**src/rtl/core/hsv2rgb_pkg.sv**
```systemverilog
package hsv2rgb_pkg;

  // Width of one output channel; 65535 is full intensity at 16 bits.
  localparam int unsigned OUT_BITS = 16;

  localparam int unsigned HUE_W = 9;
  localparam int unsigned PCT_W = 7;
  localparam int unsigned REM_W = 6;
  localparam int unsigned FAC_W = 13;

  // Channel numerators run up to 600000 and need 20 bits.
  localparam int unsigned NUM_W = 20;
  localparam int unsigned X_W   = NUM_W + OUT_BITS;

  localparam logic [HUE_W-1:0] HUE_TURN   = 9'd360;
  localparam logic [PCT_W-1:0] PCT_MAX    = 7'd100;
  localparam logic [REM_W-1:0] SECTOR_DEG = 6'd60;
  localparam logic [FAC_W-1:0] UNIT_NUM   = 13'd6000;
  localparam logic [NUM_W-1:0] DENOM      = 20'd600000;
  localparam logic [NUM_W-1:0] HALF_DENOM = 20'd300000;

  // 600000 is 64 * 9375: the power of two is dropped as low bits and the odd
  // part is divided by a rounded-up reciprocal.
  localparam int unsigned DEN_SHIFT = 6;
  localparam int unsigned DEN_ODD   = 9375;
  localparam int unsigned Z_W       = X_W - DEN_SHIFT;
  // 2^14 is above 9375, so the reciprocal error times any Z_W-bit dividend
  // stays below 2^RCP_SHIFT and the quotient is exact. 9375 is above 2^13,
  // so the reciprocal fits in RCP_SHIFT - 13 bits.
  localparam int unsigned RCP_SHIFT = Z_W + 14;
  localparam int unsigned RCP_W     = RCP_SHIFT - 13;
  localparam longint unsigned RCP_VAL =
      ((64'd1 << RCP_SHIFT) + 64'(DEN_ODD) - 64'd1) / 64'(DEN_ODD);
  localparam logic [RCP_W-1:0] RCP_MUL = RCP_VAL[RCP_W-1:0];

  localparam int unsigned CH_RED   = 0;
  localparam int unsigned CH_GREEN = 1;
  localparam int unsigned CH_BLUE  = 2;

  typedef enum logic [2:0] {
    SECT_R_TO_Y = 3'd0,
    SECT_Y_TO_G = 3'd1,
    SECT_G_TO_C = 3'd2,
    SECT_C_TO_B = 3'd3,
    SECT_B_TO_M = 3'd4,
    SECT_M_TO_R = 3'd5
  } sector_e;

  typedef struct packed {
    logic [HUE_W-1:0] hue_degrees;
    logic [PCT_W-1:0] saturation_pct;
    logic [PCT_W-1:0] brightness_pct;
  } in_t;

  typedef struct packed {
    logic [OUT_BITS-1:0] red_level;
    logic [OUT_BITS-1:0] green_level;
    logic [OUT_BITS-1:0] blue_level;
  } out_t;

  typedef logic [2:0][NUM_W-1:0]    num_trio_t;
  typedef logic [2:0][OUT_BITS-1:0] lvl_trio_t;

  // Pipeline control shared between the top level and the scaler.
  typedef struct packed {
    logic adv;
    logic vld;
  } pipe_ctl_t;

endpackage

```
**src/rtl/core/hsv2rgb_scale.sv**
```systemverilog
// Scales three numerators N to round-half-up(N * FULL / 600000).
// The first stage forms N * FULL + 300000 and drops the six low bits that
// belong to the factor 64 of 600000. The second stage multiplies by the
// reciprocal of 9375 in two halves, and the third adds the halves and keeps
// the quotient bits as the registered level.
module hsv2rgb_scale (
  input  logic                   clk_i,
  input  logic                   rst_ni,
  input  hsv2rgb_pkg::pipe_ctl_t ctl_i,
  input  hsv2rgb_pkg::num_trio_t num_i,
  output logic                   valid_o,
  output hsv2rgb_pkg::lvl_trio_t level_o
);

  localparam int unsigned NB = hsv2rgb_pkg::OUT_BITS;
  localparam int unsigned XW = hsv2rgb_pkg::X_W;
  localparam int unsigned ZW = hsv2rgb_pkg::Z_W;
  localparam int unsigned MW = hsv2rgb_pkg::RCP_W;
  localparam int unsigned LW = MW / 2;
  localparam int unsigned HW = MW - LW;
  localparam int unsigned PW = ZW + MW;
  localparam int unsigned SH = hsv2rgb_pkg::RCP_SHIFT;

  logic [2:0]    vld_q;
  logic [MW-1:0] rcp;

  assign rcp = hsv2rgb_pkg::RCP_MUL;

  // Valid bits move with the data whenever the pipeline advances.
  always_ff @(posedge clk_i or negedge rst_ni) begin
    if (!rst_ni) begin
      vld_q <= '0;
    end else if (ctl_i.adv) begin
      vld_q <= {vld_q[1:0], ctl_i.vld};
    end
  end

  for (genvar c = 0; c < 3; c++) begin : g_ch
    logic [XW-1:0]    x_d;
    logic [ZW-1:0]    z_q;
    logic [ZW+LW-1:0] pl_q;
    logic [ZW+HW-1:0] ph_q;
    logic [PW-1:0]    prod;
    logic [NB-1:0]    level_q;

    // N * (2^B - 1) + D/2, done as a shift and a subtract.
    assign x_d = {num_i[c], {NB{1'b0}}} - {{NB{1'b0}}, num_i[c]}
               + {{NB{1'b0}}, hsv2rgb_pkg::HALF_DENOM};

    // Full product Z * M; the quotient sits at bit SH and up.
    assign prod = {{HW{1'b0}}, pl_q} + {ph_q, {LW{1'b0}}};

    always_ff @(posedge clk_i) begin
      if (ctl_i.adv) begin
        z_q     <= x_d[XW-1:hsv2rgb_pkg::DEN_SHIFT];
        pl_q    <= {{LW{1'b0}}, z_q} * {{ZW{1'b0}}, rcp[LW-1:0]};
        ph_q    <= {{HW{1'b0}}, z_q} * {{ZW{1'b0}}, rcp[MW-1:LW]};
        level_q <= prod[SH+NB-1:SH];
      end
    end

    assign level_o[c] = level_q;
  end

  assign valid_o = vld_q[2];

endmodule

```
**src/rtl/core/hsv_to_rgb_converter_core.sv**
```systemverilog
// Channel   Direction  Handshake                Payload
// in        input      in_valid_i / in_stall_o  in_data_i  (hue, saturation, brightness)
// out       output     out_valid_o / out_stall_i out_data_o (red, green, blue levels)
//
// One request is accepted every cycle unless a stalled output freezes the pipeline;
// two stages form the numerators and three stages scale them with a shift and a
// reciprocal multiply.
// Reset clears only the valid bits of the pipeline; payload registers are left as they are.
// While the output holds a result that is stalled the whole pipeline freezes, and the
// input stalls with it, so nothing is lost or repeated.
module hsv_to_rgb_converter_core (
  input  logic               clk_i,
  input  logic               rst_ni,
  input  logic               in_valid_i,
  output logic               in_stall_o,
  input  hsv2rgb_pkg::in_t   in_data_i,
  output logic               out_valid_o,
  input  logic               out_stall_i,
  output hsv2rgb_pkg::out_t  out_data_o
);

  localparam int unsigned HW = hsv2rgb_pkg::HUE_W;
  localparam int unsigned PW = hsv2rgb_pkg::PCT_W;
  localparam int unsigned RW = hsv2rgb_pkg::REM_W;
  localparam int unsigned FW = hsv2rgb_pkg::FAC_W;
  localparam int unsigned NW = hsv2rgb_pkg::NUM_W;

  // The pipeline moves as one whenever the output register can be refilled.
  logic adv;
  assign adv        = !out_valid_o || !out_stall_i;
  assign in_stall_o = !adv;

  // ---------------------------------------------------------------------
  // Stage 1: clamp the inputs, find the hue sector and its remainder, and
  // form the saturation factors 6000 - S*60, 6000 - S*r, 6000 - S*(60-r).
  // ---------------------------------------------------------------------
  logic [HW-1:0]        hue_c;
  logic [PW-1:0]        sat_c;
  logic [PW-1:0]        val_c;
  hsv2rgb_pkg::sector_e sect_d;
  logic [HW-1:0]        sect_base;
  logic [HW-1:0]        rem_full;
  logic [RW-1:0]        rem_d;
  logic [RW-1:0]        rem_inv;
  logic [FW-1:0]        p_fac_d;
  logic [FW-1:0]        q_fac_d;
  logic [FW-1:0]        t_fac_d;

  assign hue_c = (in_data_i.hue_degrees >= hsv2rgb_pkg::HUE_TURN) ? '0
               : in_data_i.hue_degrees;
  assign sat_c = (in_data_i.saturation_pct > hsv2rgb_pkg::PCT_MAX) ? hsv2rgb_pkg::PCT_MAX
               : in_data_i.saturation_pct;
  assign val_c = (in_data_i.brightness_pct > hsv2rgb_pkg::PCT_MAX) ? hsv2rgb_pkg::PCT_MAX
               : in_data_i.brightness_pct;

  // Hue is below 360 here, so five threshold compares pick the sector.
  always_comb begin
    if (hue_c >= 9'd300) begin
      sect_d    = hsv2rgb_pkg::SECT_M_TO_R;
      sect_base = 9'd300;
    end else if (hue_c >= 9'd240) begin
      sect_d    = hsv2rgb_pkg::SECT_B_TO_M;
      sect_base = 9'd240;
    end else if (hue_c >= 9'd180) begin
      sect_d    = hsv2rgb_pkg::SECT_C_TO_B;
      sect_base = 9'd180;
    end else if (hue_c >= 9'd120) begin
      sect_d    = hsv2rgb_pkg::SECT_G_TO_C;
      sect_base = 9'd120;
    end else if (hue_c >= 9'd60) begin
      sect_d    = hsv2rgb_pkg::SECT_Y_TO_G;
      sect_base = 9'd60;
    end else begin
      sect_d    = hsv2rgb_pkg::SECT_R_TO_Y;
      sect_base = 9'd0;
    end
  end

  assign rem_full = hue_c - sect_base;
  assign rem_d    = rem_full[RW-1:0];
  assign rem_inv  = hsv2rgb_pkg::SECTOR_DEG - rem_d;

  assign p_fac_d = hsv2rgb_pkg::UNIT_NUM
                 - ({{(FW-PW){1'b0}}, sat_c} * {{(FW-RW){1'b0}}, hsv2rgb_pkg::SECTOR_DEG});
  assign q_fac_d = hsv2rgb_pkg::UNIT_NUM
                 - ({{(FW-PW){1'b0}}, sat_c} * {{(FW-RW){1'b0}}, rem_d});
  assign t_fac_d = hsv2rgb_pkg::UNIT_NUM
                 - ({{(FW-PW){1'b0}}, sat_c} * {{(FW-RW){1'b0}}, rem_inv});

  logic                 s1_vld_q;
  hsv2rgb_pkg::sector_e s1_sect_q;
  logic [PW-1:0]        s1_val_q;
  logic [FW-1:0]        s1_p_q;
  logic [FW-1:0]        s1_q_q;
  logic [FW-1:0]        s1_t_q;

  always_ff @(posedge clk_i or negedge rst_ni) begin
    if (!rst_ni) begin
      s1_vld_q <= 1'b0;
    end else if (adv) begin
      s1_vld_q <= in_valid_i;
    end
  end

  always_ff @(posedge clk_i) begin
    if (adv) begin
      s1_sect_q <= sect_d;
      s1_val_q  <= val_c;
      s1_p_q    <= p_fac_d;
      s1_q_q    <= q_fac_d;
      s1_t_q    <= t_fac_d;
    end
  end

  // ---------------------------------------------------------------------
  // Stage 2: multiply each factor by the brightness to get the numerators
  // over 600000, then route v, p, q, t to red, green and blue by sector.
  // ---------------------------------------------------------------------
  logic [NW-1:0]          nv;
  logic [NW-1:0]          np;
  logic [NW-1:0]          nq;
  logic [NW-1:0]          nt;
  hsv2rgb_pkg::num_trio_t num_d;

  assign nv = {{(NW-PW){1'b0}}, s1_val_q} * {{(NW-FW){1'b0}}, hsv2rgb_pkg::UNIT_NUM};
  assign np = {{(NW-PW){1'b0}}, s1_val_q} * {{(NW-FW){1'b0}}, s1_p_q};
  assign nq = {{(NW-PW){1'b0}}, s1_val_q} * {{(NW-FW){1'b0}}, s1_q_q};
  assign nt = {{(NW-PW){1'b0}}, s1_val_q} * {{(NW-FW){1'b0}}, s1_t_q};

  always_comb begin
    case (s1_sect_q)
      hsv2rgb_pkg::SECT_R_TO_Y: begin
        num_d[hsv2rgb_pkg::CH_RED]   = nv;
        num_d[hsv2rgb_pkg::CH_GREEN] = nt;
        num_d[hsv2rgb_pkg::CH_BLUE]  = np;
      end
      hsv2rgb_pkg::SECT_Y_TO_G: begin
        num_d[hsv2rgb_pkg::CH_RED]   = nq;
        num_d[hsv2rgb_pkg::CH_GREEN] = nv;
        num_d[hsv2rgb_pkg::CH_BLUE]  = np;
      end
      hsv2rgb_pkg::SECT_G_TO_C: begin
        num_d[hsv2rgb_pkg::CH_RED]   = np;
        num_d[hsv2rgb_pkg::CH_GREEN] = nv;
        num_d[hsv2rgb_pkg::CH_BLUE]  = nt;
      end
      hsv2rgb_pkg::SECT_C_TO_B: begin
        num_d[hsv2rgb_pkg::CH_RED]   = np;
        num_d[hsv2rgb_pkg::CH_GREEN] = nq;
        num_d[hsv2rgb_pkg::CH_BLUE]  = nv;
      end
      hsv2rgb_pkg::SECT_B_TO_M: begin
        num_d[hsv2rgb_pkg::CH_RED]   = nt;
        num_d[hsv2rgb_pkg::CH_GREEN] = np;
        num_d[hsv2rgb_pkg::CH_BLUE]  = nv;
      end
      default: begin
        num_d[hsv2rgb_pkg::CH_RED]   = nv;
        num_d[hsv2rgb_pkg::CH_GREEN] = np;
        num_d[hsv2rgb_pkg::CH_BLUE]  = nq;
      end
    endcase
  end

  logic                   s2_vld_q;
  hsv2rgb_pkg::num_trio_t s2_num_q;

  always_ff @(posedge clk_i or negedge rst_ni) begin
    if (!rst_ni) begin
      s2_vld_q <= 1'b0;
    end else if (adv) begin
      s2_vld_q <= s1_vld_q;
    end
  end

  always_ff @(posedge clk_i) begin
    if (adv) begin
      s2_num_q <= num_d;
    end
  end

  // ---------------------------------------------------------------------
  // Remaining stages: scale each numerator to the output range with
  // round-half-up. The last scaler stage is the output register.
  // ---------------------------------------------------------------------
  hsv2rgb_pkg::pipe_ctl_t scale_ctl;
  hsv2rgb_pkg::lvl_trio_t level;

  assign scale_ctl.adv = adv;
  assign scale_ctl.vld = s2_vld_q;

  hsv2rgb_scale u_scale (
    .clk_i   (clk_i),
    .rst_ni  (rst_ni),
    .ctl_i   (scale_ctl),
    .num_i   (s2_num_q),
    .valid_o (out_valid_o),
    .level_o (level)
  );

  assign out_data_o.red_level   = level[hsv2rgb_pkg::CH_RED];
  assign out_data_o.green_level = level[hsv2rgb_pkg::CH_GREEN];
  assign out_data_o.blue_level  = level[hsv2rgb_pkg::CH_BLUE];

endmodule

```
**config.mk**
```make
export PLATFORM = sky130hd
export DESIGN_NAME = hsv_to_rgb_converter_core
export DESIGN_NICKNAME = d
export VERILOG_FILES = /design/src/rtl/core/hsv2rgb_pkg.sv /design/src/rtl/core/hsv2rgb_scale.sv /design/src/rtl/core/hsv_to_rgb_converter_core.sv
export SDC_FILE = /design/constraint.sdc
export NUM_CORES = 2
export LEC_CHECK = 0
export CAP_MARGIN = 5
export CORE_MARGIN = 3
export CORE_UTILIZATION = 39
export CTS_CLUSTER_DIAMETER = 150
export DETAILED_ROUTE_END_ITERATION = 8
export DONT_BUFFER_PORTS = 1
export PLACE_DENSITY = 0.55
export SLEW_MARGIN = 10
export SYNTH_ARGS = -nofsm -noshare
export SYNTH_HDL_FRONTEND = slang
export SYNTH_SLANG_ARGS = --single-unit
```
**constraint.sdc**
```tcl
create_clock -name clk_i -period 14.8 [get_ports clk_i]
set_input_delay 1.48 -clock clk_i [delete_from_list [all_inputs] [get_ports clk_i]]
set_output_delay 1.48 -clock clk_i [all_outputs]
set_load 0.02 [all_outputs]
```
# Word level (Yosys, flattened, before mapping)
# Cells that the tools add are included.
# word_totals
mem_bits_rw	0
elab_cells	81
out_inout_bits	50
mem_count	0
latch_bits	0
rom_bits	0
regBits	519
# classes
reduce_logical	6
muxes	12
order_cmp	8
n_eq_ne	4
n_bitwise	0
div_mod_pow	0
n_shift	0
addsub	14
n_mul	13
# ops
operator	n
$pmux 60 s5	1
$add 45x60->60	3
$mul 30x15->44 const B	3
$mul 30x13->43 const B	3
$add 36x19->36 const B	3
$sub 36x20->36	3
$mul 7x13->20	3
$sub 13x13->13 const A	3
$mux 6	5
$mul 7x6->13	2
$ge 9x8->1 const B	2
$ge 9x9->1 const B	2
$mul 7x9->16 const B	1
$gt 7x7->1 const B	2
$mul 7x4->11 const B	1
$ge 9x6->1 const B	1
$ge 9x7->1 const B	1
$mux 9	1
$mux 7	1
$eq 3x2->1 const B	2
$sub 6x6->6	1
$sub 6x6->6 const A	1
$mux 2	2
$eq 3x1->1 const B	1
other kinds (6)	9

# Logic depth before layout (Yosys ltp)
# logic_depth
word_depth	12
ltp_mapped	33

# Hierarchy
# From an unflattened synthesis, not the netlist that was laid out.
# hier_totals
cells_unflattened	7435
hier_area_um2	76311.9
# modules_own_cells
module	area_per_inst_um2	instances	cells_per_inst	seq_area_each_um2
hsv2rgb_scale	58257.1	1	5430	10615.2
hsv_to_rgb_converter_core	18054.8	1	2005	3233.1

# Worst setup path before layout
# Ideal clock, no wire load.
# synth_path
path_type	input to output
from	input port out_stall_i
to	output port in_stall_o
arrival_ns	12.941
path_buffers	0
path_slack_ns	0.379
path_stages	2
cell_sequence	nand2_1 -> inv_1
# synth_between
elab_chain_cells	3
# synth_rtl
element	line_no	source
start, declared	hsv_to_rgb_converter_core.sv:18	input logic out_stall_i,
$logic_not 1->1	hsv_to_rgb_converter_core.sv:30	assign adv = !out_valid_o || !out_stall_i;
$logic_or 1x1->1	hsv_to_rgb_converter_core.sv:30	
$logic_not 1->1	hsv_to_rgb_converter_core.sv:31	assign in_stall_o = !adv;
end, declared	hsv_to_rgb_converter_core.sv:15	output logic in_stall_o,
# Every way passes these cells.

# Worst setup path after layout
# layout_path
from	input port in_data_i[19] in the netlist's numbering
to	register s1_t_q[12] (data pin)
# layout_between
elab_chain_cells	12
# layout_rtl
element	line_no	source
start, declared	hsv_to_rgb_converter_core.sv:16	input hsv2rgb_pkg::in_t in_data_i,
$ge 9x9->1	hsv_to_rgb_converter_core.sv:49	assign hue_c = (in_data_i.hue_degrees >= hsv2rgb_pkg::HUE_TURN) ? '0
$mux 9 *	hsv_to_rgb_converter_core.sv:49	
$ge 9x6->1	hsv_to_rgb_converter_core.sv:70	end else if (hue_c >= 9'd60) begin
$mux 6	hsv_to_rgb_converter_core.sv:70	
$mux 6	hsv_to_rgb_converter_core.sv:67	end else if (hue_c >= 9'd120) begin
$mux 6	hsv_to_rgb_converter_core.sv:64	end else if (hue_c >= 9'd180) begin
$mux 6	hsv_to_rgb_converter_core.sv:61	end else if (hue_c >= 9'd240) begin
$mux 6	hsv_to_rgb_converter_core.sv:58	if (hue_c >= 9'd300) begin
$sub 6x6->6 *	hsv_to_rgb_converter_core.sv:79	assign rem_full = hue_c - sect_base;
$sub 6x6->6 *	hsv_to_rgb_converter_core.sv:81	assign rem_inv = hsv2rgb_pkg::SECTOR_DEG - rem_d;
$mul 7x6->13 *	hsv_to_rgb_converter_core.sv:88	- ({{(FW-PW){1'b0}}, sat_c} * {{(FW-RW){1'b0}}, rem_inv});
$sub 13x13->13 *	hsv_to_rgb_converter_core.sv:88	
via t_fac_d[12]	hsv_to_rgb_converter_core.sv:47	logic [FW-1:0] t_fac_d;
end signal, assigned	hsv_to_rgb_converter_core.sv:111	s1_t_q <= t_fac_d;
end, declared	hsv_to_rgb_converter_core.sv:95	logic [FW-1:0] s1_t_q;
# Mark *: on every way through the listed nets, which the timed path passes. The rest lies on a longest branch.
# A chain may end at the register's enable or synchronous reset.

==> impl_metrics.tcl <==
set metrics [dict create \
    status "finished, final reports clean" \
    fin_crit_sh 0.5266 \
    path_class "input port to register" \
    drtIter0Drc 2479 \
    num-fill-cells 18749 \
    place_inst 9917 \
    fin_cells 10030 \
    drive_above_1_share 0.02346 \
    place_congestion 0.8997 \
    clock-root-buffer "clkbuf_16" \
    synthArstFlopShare 0.01082 \
    grt_start_max_net_pins 93 \
    critPathMaxStageDelay_ns 0.68 \
    coreArea_mm2 0.1932 \
    path_clk_slew_ns 0.06 \
    initial_core_util 0.3937 \
    synthTopCellsByArea "fa_1 31%, ha_1 20%, edfxtp_1 18%, inv_1 9.3%, xnor2_1 3.4%" \
    clock_path_buffers 3 \
    grtUsageTotal 0.1817 \
    multiInputGateArea_mm2 0.05477 \
    finalClockSkew_ns 0.02010 \
    dp_hpwl_um 151000 \
    h-tree-depth 2 \
    ctsResizeCount 0 \
    cts.sinks 462 \
    synthCells 7458 \
    synth-seq-area-share 0.1821 \
    wirelength_um 175600 \
    synth_seq_cells 462 \
    hold_viol_final 0 \
    die_w_um 447.6 \
    final_cell_mix "1886 x inv_1, 1222 x ha_1, 1175 x fa_1" \
    cts_setup_buffers 0 \
    synth-edff-count 457 \
    end_kind "register" \
    critPathArrivalTime_ns 8.23 \
    vias 49315 \
    ant_nets 0 \
    rows 161 \
    startpoint_type "input port" \
    grt_pass1_wl_um 289100 \
    yosys_warnings 0 \
    setup_viol 0 \
    synth_top_area_cell "fa_1" \
    worst_path_max_delay_cell "o41ai_1" \
    drc 0 \
    cts_made_buffers 59 \
    tritoncts "yes" \
    syn_area_per_cell_um2 10.20 \
    crit_fanout 9 \
    clock_latency_ns 0.68 \
    gr-total-overflow 0 \
    die_area_mm2 0.2003 \
    fmax_mhz 128.3 \
    rsz0062_at_grt "no" \
    finalMaxSlewViolations 0 \
    syn_nets 9882 \
    numPortBuffers 0 \
    path_buf_inv 4 \
    cts_hold_buf 0 \
    final_common_cell "inv_1" \
    first_global_vias 53122 \
    ff_latch_area_mm2 0.01385 \
    ys_dominant_reg_cell "edfxtp_1" \
    worstMarginPinSlew_ns 0.9557 \
    yosysTopAreaCellShare 0.3093 \
    antenna_found_initial 5 \
    maxCapViolations 0 \
    critPathTopFamily "adder cells" \
    dieHeight_um 447.6 \
    hp-class "register to register" \
    io_pins 77 \
    syn-cell-area_mm2 0.07605 \
    max_slew_margin 0.3570 \
    via_per_inst 4.917 \
    synth_cell_types 89 \
    area_growth_pct 6.573 \
    setup_tns_ns 0 \
    wire_per_inst_um 17.51 \
    fin_nets 9876 \
    cp.required_ns 15.23 \
    period_minus_slack_ns 7.794 \
    drt-pass1-iter-count 7 \
]
==> registers in the layout (all words and copies together), names as in the netlist <==
register              count
s2_vld_q                  1
u_scale.vld_q             3
u_scale.g_ch.z_q         90
s1_vld_q                  1
u_scale.g_ch.ph_q       132
u_scale.g_ch.level_q     48
s1_sect_q                 3
u_scale.g_ch.pl_q        81
s1_val_q                  7
s2_num_q                 60
s1_q_q                   13
s1_t_q                   12
s1_p_q                   11
==> kinds of logic (layout without fill, tap and decap cells) <==
group	count (synthesis)	count (layout)	share of synthesized area
DFF	462	462	0.1821
buffers and inverters	1982	2025	0.09792
adders and majority gates	2398	2398	0.5105
xor gates and xnor gates	416	416	0.04845
muxes	32	32	0.004376
and+or+nand+nor	1202	1202	0.07392
AOI/OAI and AO/OA	966	966	0.08275
other	0	3	0
==> worst paths after layout <==
kind | startpoint | end | slack [ns] | cells after the start
max | in_data_i[19] | s1_t_q[12] | 7.01 | 28
min | u_scale.vld_q[1] | u_scale.vld_q[2] | 0.47 | 1
max reg2reg | u_scale.g_ch[2].z_q[19] | u_scale.g_ch[2].ph_q[44] | 7.82 | 20
min reg2reg | u_scale.vld_q[1] | u_scale.vld_q[2] | 0.47 | 1
max in group asynchronous | rst_ni | u_scale.vld_q[1] | 14.24 | 0
min in group asynchronous | rst_ni | s1_vld_q | 0.50 | 0
==> metal layers <==
metal / GRT usage / part of all wire / up-vias
met3: 0.01880 / 0.032 / 173
met5: 0 / 0.000085 / -
li1: - / - / 23902
met4: 0.03973 / 0.022 / 2
met2: 0.3051 / 0.48 / 672
met1: 0.2536 / 0.47 / 24566
==> synth_stat cells, types with 10 or more instances <==
library cell,number
a31o_2,11
a211oi_1,39
nand2b_1,44
o21bai_1,52
and2_1,100
o211ai_1,17
a21oi_1,310
inv_1,1886
edfxtp_1,457
nor3_1,71
or2_2,11
o21a_1,56
nand4_1,38
xnor2_1,292
nor2_1,301
o21ai_1,68
o21ai_0,79
nor2b_1,56
fa_1,1175
mux2_2,10
ha_1,1222
and3_1,39
a31oi_1,34
xor2_1,120
a21o_1,153
mux2i_1,22
nand3_1,81
or3_1,10
clkbuf_1,83
o31ai_1,11
nand2_1,405
==> final cells by class <==
type | count | area share
multi-input cells | 5014 | 0.6757
flip-flops and latches | 462 | 0.1709
inverters | 1893 | 0.08767
well taps | 2526 | 0.03899
clock buffers | 65 | 0.01876
clock inverters | 45 | 0.005882
repair buffers | 22 | 0.002038
diodes | 3 | 0.00009262
==> stage by stage <==
step	util	worst slack (ns)	instance area, µm²	hold slack (ns)
6_report	0.4195	7.006	81050	0.4672
3_5_place_dp	0.4092	6.361	79050	0.4496
5_1_grt	0.4195	6.636	81050	0.4391
2_1_floorplan	-	0.3789	76050	0.4305
4_1_cts	0.4195	7.105	81040	0.4190
3_3_place_gp	0.4092	6.502	79050	0.4485
Power is left out: the tool's default activity adds up to more than one toggle a clock period on the data nets, which glitch-free logic cannot reach.
